$ cat config.mk
export PLATFORM = sky130hd
export DESIGN_NAME = bbfe_ctrl
export DESIGN_NICKNAME = d
export VERILOG_FILES = /design/src/bbfe_pkg.sv /design/src/bbfe_ctrl.sv
export SDC_FILE = /design/constraint.sdc
export NUM_CORES = 1
export LEC_CHECK = 0
export ABC_AREA = 1
export BUFFER_PORTS_ARGS = -buffer_cell sky130_fd_sc_hd__buf_2
export CAP_MARGIN = 20
export CORE_MARGIN = 10
export CORE_UTILIZATION = 53
export CTS_CLUSTER_SIZE = 12
export DETAILED_ROUTE_END_ITERATION = 8
export HOLD_SLACK_MARGIN = 0.12
export PLACE_DENSITY = 0.91
export RECOVER_POWER = 100
export SLEW_MARGIN = 20
export SYNTH_ARGS = -nofsm -noshare
export SYNTH_HDL_FRONTEND = slang
export SYNTH_SLANG_ARGS = --single-unit
$ cat constraint.sdc
create_clock -name i_clk -period 2.4 [get_ports i_clk]
set_input_delay 0.12 -clock i_clk [delete_from_list [all_inputs] [get_ports i_clk]]
set_output_delay 0.12 -clock i_clk [all_outputs]
set_load 0.005 [all_outputs]
$ cat src/bbfe_pkg.sv
`timescale 1ns / 1ps
package bbfe_pkg;

    localparam int WORD_W  = 64;
    localparam int WORDS   = 64;
    localparam int IDX_W   = $clog2(WORDS);
    localparam int BIT_W   = $clog2(WORD_W);
    localparam int LOC_W   = 12;
    localparam int COLS    = 4096;
    localparam int ID_W    = 48;
    localparam int PRED_W  = ID_W + 1;

    typedef enum logic [2:0] {
        OP_START     = 3'd0,
        OP_LOAD      = 3'd1,
        OP_CLEAR     = 3'd2,
        OP_EDGE      = 3'd3,
        OP_OR        = 3'd4,
        OP_COMMIT    = 3'd5,
        OP_READ_WORD = 3'd6,
        OP_READ_PRED = 3'd7
    } t_op;

    typedef enum logic [3:0] {
        S_IDLE  = 4'b0001,
        S_CLEAR = 4'b0010,
        S_READ  = 4'b0100,
        S_EXEC  = 4'b1000
    } t_state;

    // Commands from the controller to the datapath
    typedef struct packed {
        logic             capture;
        logic             rd;
        logic             ex;
        logic             sweep;
        logic             sweep_search;
        logic             sweep_next;
        logic [IDX_W-1:0] sweep_idx;
    } t_cmd;

endpackage

$ cat src/bbfe_ctrl.sv
`timescale 1ns / 1ps
module bbfe_ctrl (
    input  logic          i_clk,
    input  logic          i_rst_n,
    input  logic          i_valid,
    input  logic [2:0]    i_op,
    input  logic          i_ready,
    output logic          o_ready,
    output logic          o_valid,
    output bbfe_pkg::t_cmd o_cmd
);
    import bbfe_pkg::*;

    t_state           r_state, n_state;
    logic [IDX_W-1:0] r_cnt, n_cnt;
    logic             r_search, n_search;
    logic             r_next, n_next;
    logic             r_to_exec, n_to_exec;
    logic             r_out_valid, n_out_valid;
    logic             ex_fire;
    t_op              op_in;

    assign op_in   = t_op'(i_op);
    assign ex_fire = (r_state == S_EXEC) && (!r_out_valid || i_ready);
    assign o_ready = (r_state == S_IDLE);
    assign o_valid = r_out_valid;

    // Sequence each transaction: clear sweep or read, then execute
    always_comb begin
        n_state   = r_state;
        n_cnt     = r_cnt;
        n_search  = r_search;
        n_next    = r_next;
        n_to_exec = r_to_exec;
        unique case (r_state)
            S_IDLE: begin
                if (i_valid) begin
                    n_cnt = '0;
                    if (op_in == OP_START) begin
                        n_state   = S_CLEAR;
                        n_search  = 1'b1;
                        n_next    = 1'b0;
                        n_to_exec = 1'b1;
                    end else if (op_in == OP_CLEAR) begin
                        n_state   = S_CLEAR;
                        n_search  = 1'b0;
                        n_next    = 1'b1;
                        n_to_exec = 1'b1;
                    end else begin
                        n_state = S_READ;
                    end
                end
            end
            S_CLEAR: begin
                n_cnt = r_cnt + 1'b1;
                if (r_cnt == IDX_W'(WORDS - 1)) begin
                    n_state = r_to_exec ? S_EXEC : S_IDLE;
                end
            end
            S_READ: n_state = S_EXEC;
            S_EXEC: if (ex_fire) n_state = S_IDLE;
            default: n_state = S_IDLE;
        endcase
    end

    // Track the output register
    always_comb begin
        n_out_valid = r_out_valid;
        if (ex_fire) begin
            n_out_valid = 1'b1;
        end else if (i_ready) begin
            n_out_valid = 1'b0;
        end
    end

    always_ff @(posedge i_clk) begin
        if (!i_rst_n) begin
            r_state     <= S_CLEAR;
            r_cnt       <= '0;
            r_search    <= 1'b1;
            r_next      <= 1'b1;
            r_to_exec   <= 1'b0;
            r_out_valid <= 1'b0;
        end else begin
            r_state     <= n_state;
            r_cnt       <= n_cnt;
            r_search    <= n_search;
            r_next      <= n_next;
            r_to_exec   <= n_to_exec;
            r_out_valid <= n_out_valid;
        end
    end

    always_comb begin
        o_cmd.capture      = i_valid && (r_state == S_IDLE);
        o_cmd.rd           = (r_state == S_READ);
        o_cmd.ex           = ex_fire;
        o_cmd.sweep        = (r_state == S_CLEAR);
        o_cmd.sweep_search = r_search;
        o_cmd.sweep_next   = r_next;
        o_cmd.sweep_idx    = r_cnt;
    end

    a_sweep_ends: assert property (@(posedge i_clk) disable iff (!i_rst_n)
        (r_state == S_CLEAR && r_cnt == IDX_W'(WORDS - 1)) |=> (r_state != S_CLEAR))
        else $error("clear sweep overran");
    a_read_exec: assert property (@(posedge i_clk) disable iff (!i_rst_n)
        (r_state == S_READ) |=> (r_state == S_EXEC))
        else $error("read not followed by execute");
    a_fire_valid: assert property (@(posedge i_clk) disable iff (!i_rst_n)
        ex_fire |=> (r_out_valid && r_state == S_IDLE))
        else $error("executed transaction produced no result");

endmodule

After elaboration in Yosys (flattened, before gate mapping):

Cells that the tools add are included.
W data, S select, Z words.

* register bits: 14
* logic and storage cells: 43

* add/subtract/negate cells: 1
* eq/ne operators: 9
* mux-type cells: 16
* reduce and logical (&&, ||, !) cells: 11

Operators with widths (count)
* $mux W4: 4
* $pmux W4 S4: 1
* $pmux W6 S2: 1
* $mux W1: 7
* $add A6 B1 Y6 const B: 1
* $eq A6 B6 Y1 const B: 1
* $mux W3: 2
* $mux W6: 1
* $reduce_and A3 Y1: 2
* $reduce_bool A2 Y1: 3
* $eq A4 B1 Y1 const B: 1
* $eq A4 B2 Y1 const B: 1
* $eq A4 B3 Y1 const B: 1
* $eq A4 B4 Y1 const B: 1
* $ne A2 B2 Y1 const B: 2
* $eq A3 B2 Y1 const B: 1
* $logic_not A3 Y1: 1
* $logic_and A1 B1 Y1: 2
* $ne A2 B1 Y1 const B: 1
* $reduce_and A2 Y1: 1
* $logic_not A1 Y1: 1
* $logic_or A1 B1 Y1: 1

Logic depth before layout (Yosys ltp):

Gate-level depths: netlist (run 1).

* depth in word-level cells: 5
* depth in mapped cells: 8
* depth with buffers taken out: 8

Worst setup path before layout (run 1):

Ideal clock, no wire load.

* path type: register to register
* start: register r_cnt[0]
* end: register r_state[0]
* library setup time: 0.064 ns
* arrival time: 1.132 ns
* setup slack: 1.204 ns
* stages on the path, launching flop included: 7
* path buffers: 0
* cell sequence: dfxtp_1 ha_1 nand3_1 nand3_1 nand3_1 o21a_1 nor2_1

* word-level cells in the longest chain between the ends: 3

RTL lines
* start: declaration: RTL line bbfe_ctrl.sv:15 `logic [IDX_W-1:0] r_cnt, n_cnt;`
* start signal: assignment: RTL line bbfe_ctrl.sv:86 `r_cnt <= n_cnt;`
* $eq A6 B6 Y1: RTL line bbfe_ctrl.sv:56 `if (r_cnt == IDX_W'(WORDS - 1)) begin`
* $ne A2 B1 Y1 (no source line)
* $reduce_and A3 Y1 (no source line)
* end signal: assignment: RTL line bbfe_ctrl.sv:85 `r_state <= n_state;`
* end: declaration: RTL line bbfe_ctrl.sv:14 `t_state r_state, n_state;`

No other way between the ends.
A chain may end at the register's enable or synchronous reset.

==> results.md, run 1 <==
- The number of sinks handled by clock tree synthesis is 14.
- The floorplan has 13 rows.
- Measured in cells, the most critical reg-to-reg path has a length of 7.
- In this run the deepest clock path goes through 2 buffers.
- Counting instances, the worst hold path has a depth of 4.
- The number of buffer cells added on primary ports is 20.
- For this run, design rule violations remaining after detail routing come to 0.
- For this run the aggregate overflow at the end of global routing stands at 0.
- On the worst path, the slowest cell contributes a delay of 370 ps.
- The root buffer cell is sky130_fd_sc_hd__clkbuf_4.
- Max-cap violations in this run came to 0.
- The maximum clock frequency is 0.6168 GHz.
- The number of fillers in the final layout is 134.
- The synthesized netlist occupies a cell area of 758.2 sq um.
- The synthesized instance count is 100.
- A synthesized cell averages 7.582 sq um.
- Dividing the detail-routed wire length by the instance count gives 12.18 um.
- During synthesis, Yosys emitted a total of 0 warnings.
- The endpoint of the worst-slack reg-to-reg timing path is r_cnt[4].
- Setup violations remaining at the end of the flow were counted as 0.
- The area taken by flip-flops and latches is 280.3 sq um.
- The via density per instance is 5.272.
- The first-pass GRT wire length is 3.015 mm.
- Traced cell by cell, the critical path runs through clkinv_1, nor2_1, nand2_4, nor2_1, clkbuf_1.
- Together, buffers and inverters on the worst path number 2.
- In this run the worst hold path is classified as in2reg.
- The worst supply voltage drop on vdd is 0.3527 mV.
- Summing all placed instances gives a cell area of 849.6 sq um.
- After detailed routing, the total wire length is 1.657 mm.
- The clock period minus worst slack is 1621 ps.
- The number of antenna violations at the first check in global routing is 0.
- The count of cells resized by post-cts repair is 0.
- The number of clock buffers inserted by TritonCTS is 3.
- The worst clock skew is 3.718 ps.
- The worst setup path is captured at an output pin.
- The number of different library cells in the post-synthesis netlist is 21.
- The highest-delay cell along the critical path is sky130_fd_sc_hd__dfxtp_1.
- The endpoint required time on the critical path is 2280 ps.
- The share of synthesized area in the top cell type comes to 36.96%.
- The areal power density over the cells is 471.0 nW/um^2.
- The area of the die is 3344 sq um.
- The biggest fanout along the worst timing path is 4.
- In this run the vertical extent of the chip is 57.83 um.
- The I/O pin total is 21.
- The worst hold path terminates at o_valid.
- The worst path arrival time is 1500 ps.
- The startpoint-to-endpoint class of the critical path is reg2out.
- The count of endpoints failing hold in the final timing report is 0.
- STA classifies the critical path startpoint as a register.
- The first detailed-routing pass took 4 iterations.
- Setup repair after global routing left no endpoint under its margin.
- TritonCTS built the clock tree.
- After clock tree synthesis, the clock-pin slew on the worst setup and hold paths is 70 ps.
- The synthesized design spends more area on one cell type than any other, namely sky130_fd_sc_hd__dfxtp_1.
- The multi-input combinational cells in the finished layout cover a total of 360.3 sq um.
- The slew of the pin with the lowest slew margin is 423.9 ps.
- The final RePlAce weighted congestion is 0.8741.
- The aggregate negative setup slack is 0 ps.
- The most numerous cell type found on the critical path is sky130_fd_sc_hd__nor2_1.
- The net count of the finished layout is 131.
- After synthesis the netlist holds a flip-flop and latch count of 14.
- The DRC marker count from the first detailed-route iteration is 13.
- The all-layer global routing usage is 10.63%.
- The cell class contributing the biggest share of worst-path delay is simple AND/OR/NAND/NOR gates.
- The flow ran to the end, and the final reports show no timing, DRC or antenna violations.
- The number of global-route vias before repair is 757.
- The share of the yosys chip area belonging to registers is 36.96%.
- The pin count of the biggest net entering global routing is 10.
- Across all layers, the routed design uses 717 vias.
- The initial core utilization is 57.55%.
- The worst min-delay path startpoint is i_ready.
- The worst relative slew slack is 71.64%.
- The reg2reg setup slack is 780 ps.
- In this run the number of H-tree levels came out at 1.
- The share of the clock period used by the worst path after layout is 67.56%.
- Once detail routing completed, the nets flagged for antenna violations numbered 0.
- Sorting the synthesized cells by area gives the leading types as sky130_fd_sc_hd__dfxtp_1, sky130_fd_sc_hd__nand3_1, sky130_fd_sc_hd__nand2_1.
- The final count of pins violating max slew came to 0.
- In this run the standard cell core region covers 1318 sq um.
- For the worst-skew pair, the clock arrives at the later sink with an insertion delay of 270 ps.
- The net count after synthesis is 108.
- The chip width is 57.83 um.
- Relative to the synthesized area, the layout overhead comes to 10.56%.
- Detailed placement ended at an HPWL of 1.345 mm.
- After routing the design area is 838.3 sq um.
- The startpoint identified for the worst register-to-register timing path is r_state[0].
- The leakage power summed over all cells is 0.4147 nW.
- The number of antenna diodes in the final layout is 0.
- The post-route netlist has 18.18% of its cells at a drive strength greater than 1.
[layout make-up]
type	instances	share of cell area, %
Clock buffer	3	2.687
Inverter	13	5.821
Multi-Input combinational cell	69	42.99
Sequential cell	14	33.43
Tap cell	15	2.239
Timing Repair Buffer	22	12.84
[placed cells by master (no fill, tap or decap)]
cell type,count
sky130_fd_sc_hd__o21ai_1,6
sky130_fd_sc_hd__ha_1,1
sky130_fd_sc_hd__inv_2,2
sky130_fd_sc_hd__dlygate4sd3_1,2
sky130_fd_sc_hd__buf_2,10
sky130_fd_sc_hd__nand2_1,14
sky130_fd_sc_hd__clkbuf_4,3
sky130_fd_sc_hd__nand4_1,2
sky130_fd_sc_hd__clkbuf_1,10
sky130_fd_sc_hd__inv_1,10
sky130_fd_sc_hd__a21oi_1,7
sky130_fd_sc_hd__nand2_4,3
sky130_fd_sc_hd__nor3_2,1
sky130_fd_sc_hd__clkinv_1,1
sky130_fd_sc_hd__nand3_2,1
sky130_fd_sc_hd__a21oi_2,1
sky130_fd_sc_hd__nor2_4,1
sky130_fd_sc_hd__o21a_1,1
sky130_fd_sc_hd__nand3_1,15
sky130_fd_sc_hd__o21ai_0,1
sky130_fd_sc_hd__nor2_1,15
sky130_fd_sc_hd__dfxtp_1,14
[report_power, final]
group          switching [mW]  internal (mW)  leakage (nW)  total (mW)
logic                  0.0138         0.0126         0.287      0.0264
registers             0.00629          0.236         0.114       0.243
clock network          0.0675         0.0581        0.0138       0.126
total                  0.0876          0.307         0.415       0.395
[what timing repair did]
item,4_1_cts,5_1_grt
setup buffers,0,0
endpoints found under the hold margin,3,0
hold buffers,2,0
[kinds of logic (layout without fill, tap and decap cells)]
group / after synthesis / in the layout / synth area share (%)
adder cells (fa/ha/maj): 1 / 1 / 1.650
AO/OA/AOI/OAI: 16 / 16 / 12.38
buffers and inverters: 17 / 38 / 10.06
flip-flops: 14 / 14 / 36.96
AND/OR/NAND/NOR: 52 / 52 / 38.94
[stage by stage]
stage	worst slack [ps]	utilization [%]	instances	hold slack [ps]	total power [mW]
2_1_floorplan	1204	-	100	279.2	0.2617
3_3_place_gp	1186	64.48	131	380.4	0.2731
3_5_place_dp	1115	64.48	131	382.9	0.2741
4_1_cts	1031	67.71	136	171.1	0.3964
5_1_grt	578.0	63.63	136	208.6	0.4111
6_report	778.7	63.63	136	163.8	0.3948
[worst max-delay path by stage]
stage / cells after the start / slack, ps / endpoint / startpoint
after global routing: 7 / 580 / r_cnt[4] / r_state[0]
after global placement: 6 / 1190 / r_state[0] / r_cnt[0]
final: 5 / 780 / o_cmd[11] / r_state[0]
after detailed placement: 6 / 1120 / r_state[0] / r_cnt[0]
after CTS: 5 / 1030 / o_cmd[11] / r_state[0]
after floorplan: 6 / 1200 / r_state[0] / r_cnt[0]
[synth_stat cells, drive strengths merged]
library cell / count
buf: 4
nor2: 16
o21ai: 7
nand3: 16
dfxtp: 14
o21a: 1
nand4: 2
nor3: 1
nand2: 17
a21oi: 8
inv: 13
ha: 1
[metal layers]
metal	part of all wire (%)	wire length [um]	vias to the layer above	track usage [%]
li1	-	-	371	-
met1	45	747	321	11.53
met2	46	769	20	17.94
met3	6.8	113	5	4.139
met4	1.6	27	0	4.362
met5	0	0	-	0
[sequential cells by signal, summed over array words and instances (netlist names)]
name and flops:
r_cnt 6, r_to_exec 1, r_state 4, r_search 1
o_valid 1, r_next 1
[worst min-delay path: cells and delay by family]
family | cells | cell delay, ps
buffers and inverters | 1 | 70
and+or+nand+nor | 3 | 190
Note: power is estimated with default switching activity, not from simulation.
==> run 2: changes to the inputs <==
--- a/config.mk
+++ b/config.mk
@@ -9,11 +9,11 @@
 export BUFFER_PORTS_ARGS = -buffer_cell sky130_fd_sc_hd__buf_2
 export CAP_MARGIN = 20
 export CORE_MARGIN = 10
-export CORE_UTILIZATION = 53
+export CORE_UTILIZATION = 49
 export CTS_CLUSTER_SIZE = 12
 export DETAILED_ROUTE_END_ITERATION = 8
 export HOLD_SLACK_MARGIN = 0.12
-export PLACE_DENSITY = 0.91
+export PLACE_DENSITY = 0.86
 export RECOVER_POWER = 100
 export SLEW_MARGIN = 20
 export SYNTH_ARGS = -nofsm -noshare
==> constraint.sdc (replaced) <==
create_clock -name i_clk -period 1.5 [get_ports i_clk]
set_input_delay 0.075 -clock i_clk [delete_from_list [all_inputs] [get_ports i_clk]]
set_output_delay 0.075 -clock i_clk [all_outputs]
set_load 0.005 [all_outputs]
==> results.md, run 2 (synthesis gave the netlist of run 1 again) <==
- Using the TritonRoute via totals, the vias-per-cell ratio works out to 5.190.
- The count of endpoints failing hold in the final timing report is 0.
- The count of nets left with antenna violations after detail routing is 0.
- The clock transition at the register clock pins on the worst setup and hold paths after CTS is 80 ps.
- The number of antenna violations at the first check in global routing came to 0.
- The analysis attributes to cell leakage a power of 0.4243 nW.
- For this run the aggregate overflow at the end of global routing stands at 0.
- After layout, the design draws a total of 0.6276 mW.
- The number of DRC violations after detailed routing is 0.
- The overall via count from detail_route is 711.
- The number of clock buffers added by TritonCTS is 3.
- The first-pass GRT wire length is 2.870 mm.
- Once the floorplan was initialized, standard cells occupied 50.92% of the core.
- The I/O pin total is 21.
- The detailed placer's ending HPWL is 1.387 mm.
- The root buffer cell is sky130_fd_sc_hd__clkbuf_4.
- The final count of pins violating max slew is 0.
- The first detailed-routing pass ran for 4 iterations.
- The largest registers in the layout are r_cnt (6), r_state (4).
- The number of global-route vias before repair is 686.
- The maximum clock frequency is 0.7360 GHz.
- Once layout is complete, the cells apart from fillers number 137.
- r_cnt holds more flip-flops than any other register.
- For this design the ratio of total power to cell area is 728.0 nW/um^2.
- The worst relative slew slack is 81.53%.
- The die covers 3521 sq um.
- The run finished with clean final reports.
- The pin count of the biggest net entering global routing is 10.
- The net count of the finished layout is 131.
- The startpoint kind of the worst setup timing path is a register.
- The slew of the pin with the lowest slew margin is 276.1 ps.
- The kind of capture point of the worst setup path is an output pin.
- Dividing the final minimum period by the clock period gives 90.58%.
- The maximum clock insertion buffer count is 2.
- The total number of placement rows is 14.
- The routed wire length per instance is 12.25 um.
- 0 antenna diodes ended up in the layout.
- Relative to the synthesized area, the layout overhead comes to 13.70%.
- The final RePlAce weighted congestion is 0.8669.
- The post-route netlist has 22.31% of its cells at a drive strength greater than 1.
- The worst clock skew is 3.277 ps.
- The worst hold-check path type is in2reg.
- The clock insertion delay at the later pin of the skew report is 260 ps.
- STA puts the critical path data required time at 1420 ps.
- The number of placed instances, taps included, is 132.
- The biggest fanout along the worst timing path is 8.
- The aggregate negative setup slack is 0 ps.
- The library cells used most frequently in the layout, excluding fill and tap cells, are sky130_fd_sc_hd__nand2_1, sky130_fd_sc_hd__nand3_1, sky130_fd_sc_hd__dfxtp_1, sky130_fd_sc_hd__nor2_1, sky130_fd_sc_hd__buf_2.
- In this run the number of H-tree levels came out at 1.
- Data on the critical path arrives at its endpoint at 1280 ps.
- In this run the horizontal extent of the chip is 59.34 um.
- TritonCTS built the clock tree.
- The routed design could run at a clock period as short as 1359 ps.
- Setup violations remaining at the end of the flow were counted as 0.
- Global routing used 9.742% of the available tracks.
- The tree built by TritonCTS fans out to 14 sinks.
- The register with the most flip-flops in the layout has 6 of them.
- The core region is 1489 sq um.
- In this run the tool buffered the top-level ports with 20 buffer cells.
- Once the clock tree was built, the resizer swapped 0 gates to a different size.
- The worst-case IR drop observed on VDD is 0.5290 mV.
- Max-cap violations in this run came to 0.
- The setup fix buffers added after clock tree synthesis is 0.
- Setup repair after global routing left no endpoint under its margin.
- The total routed wirelength is 1.678 mm.
- The post-layout utilization of the core is 57.90%.
- The DRC marker count from the first detailed-route iteration is 19.
- The die is 59.34 um tall.
- The startpoint-to-endpoint class of the critical path is reg2out.
[run 2: final timing paths]
path	startpoint	end	slack, ps	cells past startpoint
setup / recovery	r_state[1]	o_cmd[8]	140	5
hold / removal	i_op[2]	r_state[2]	130	3
setup reg to reg	r_cnt[0]	r_state[0]	180	6
hold reg to reg	r_next	r_next	480	2
[run 2: per-layer routing]
| metal | vias to the layer above | part of all wire (%) | track usage, % |
|---|---|---|---|
| met3 | 2 | 5.7 | 2.790 |
| li1 | 365 | - | - |
| met4 | 0 | 0.60 | 2.951 |
| met1 | 327 | 44 | 11.06 |
| met2 | 17 | 49 | 16.94 |
| met5 | - | 0 | 0 |
[run 2: cell type report]
type	instances	area (sq um)
Clock buffer	3	22.52
Fill cell	144	626.9
Inverter	13	48.80
Multi-Input combinational cell	69	381.6
Sequential cell	14	280.3
Tap cell	16	20.02
Timing Repair Buffer	22	108.9
[run 2: critical path: stages (launching register included)]
cell and delay [ps]:
sky130_fd_sc_hd__dfxtp_1 410, sky130_fd_sc_hd__inv_2 50, sky130_fd_sc_hd__nor2_2 190, sky130_fd_sc_hd__nand2_4 120, sky130_fd_sc_hd__inv_2 120, sky130_fd_sc_hd__buf_2 130
[run 2: timing repair]
item,4_1_cts,5_1_grt
endpoints found under the setup margin,0,0
endpoints found under the hold margin,4,0
hold buffers,2,0
[run 2: report_power, final]
group	leakage [nW]	switching, mW	internal, mW
Combinational	0.297	0.0228	0.0207
Clock	0.0138	0.103	0.0926
Sequential	0.114	0.0107	0.378
Total	0.424	0.136	0.492
[run 2: per-stage QoR]
step           instance area, sq um  setup slack, ps  hold slack [ps]
3_5_place_dp                  850.8            205.8            341.4
3_3_place_gp                  850.8            287.9            333.5
6_report                      862.1            141.3            128.8
2_1_floorplan                 758.2            303.8            234.2
5_1_grt                       862.1            41.66            144.5
4_1_cts                       893.4            185.8            142.5
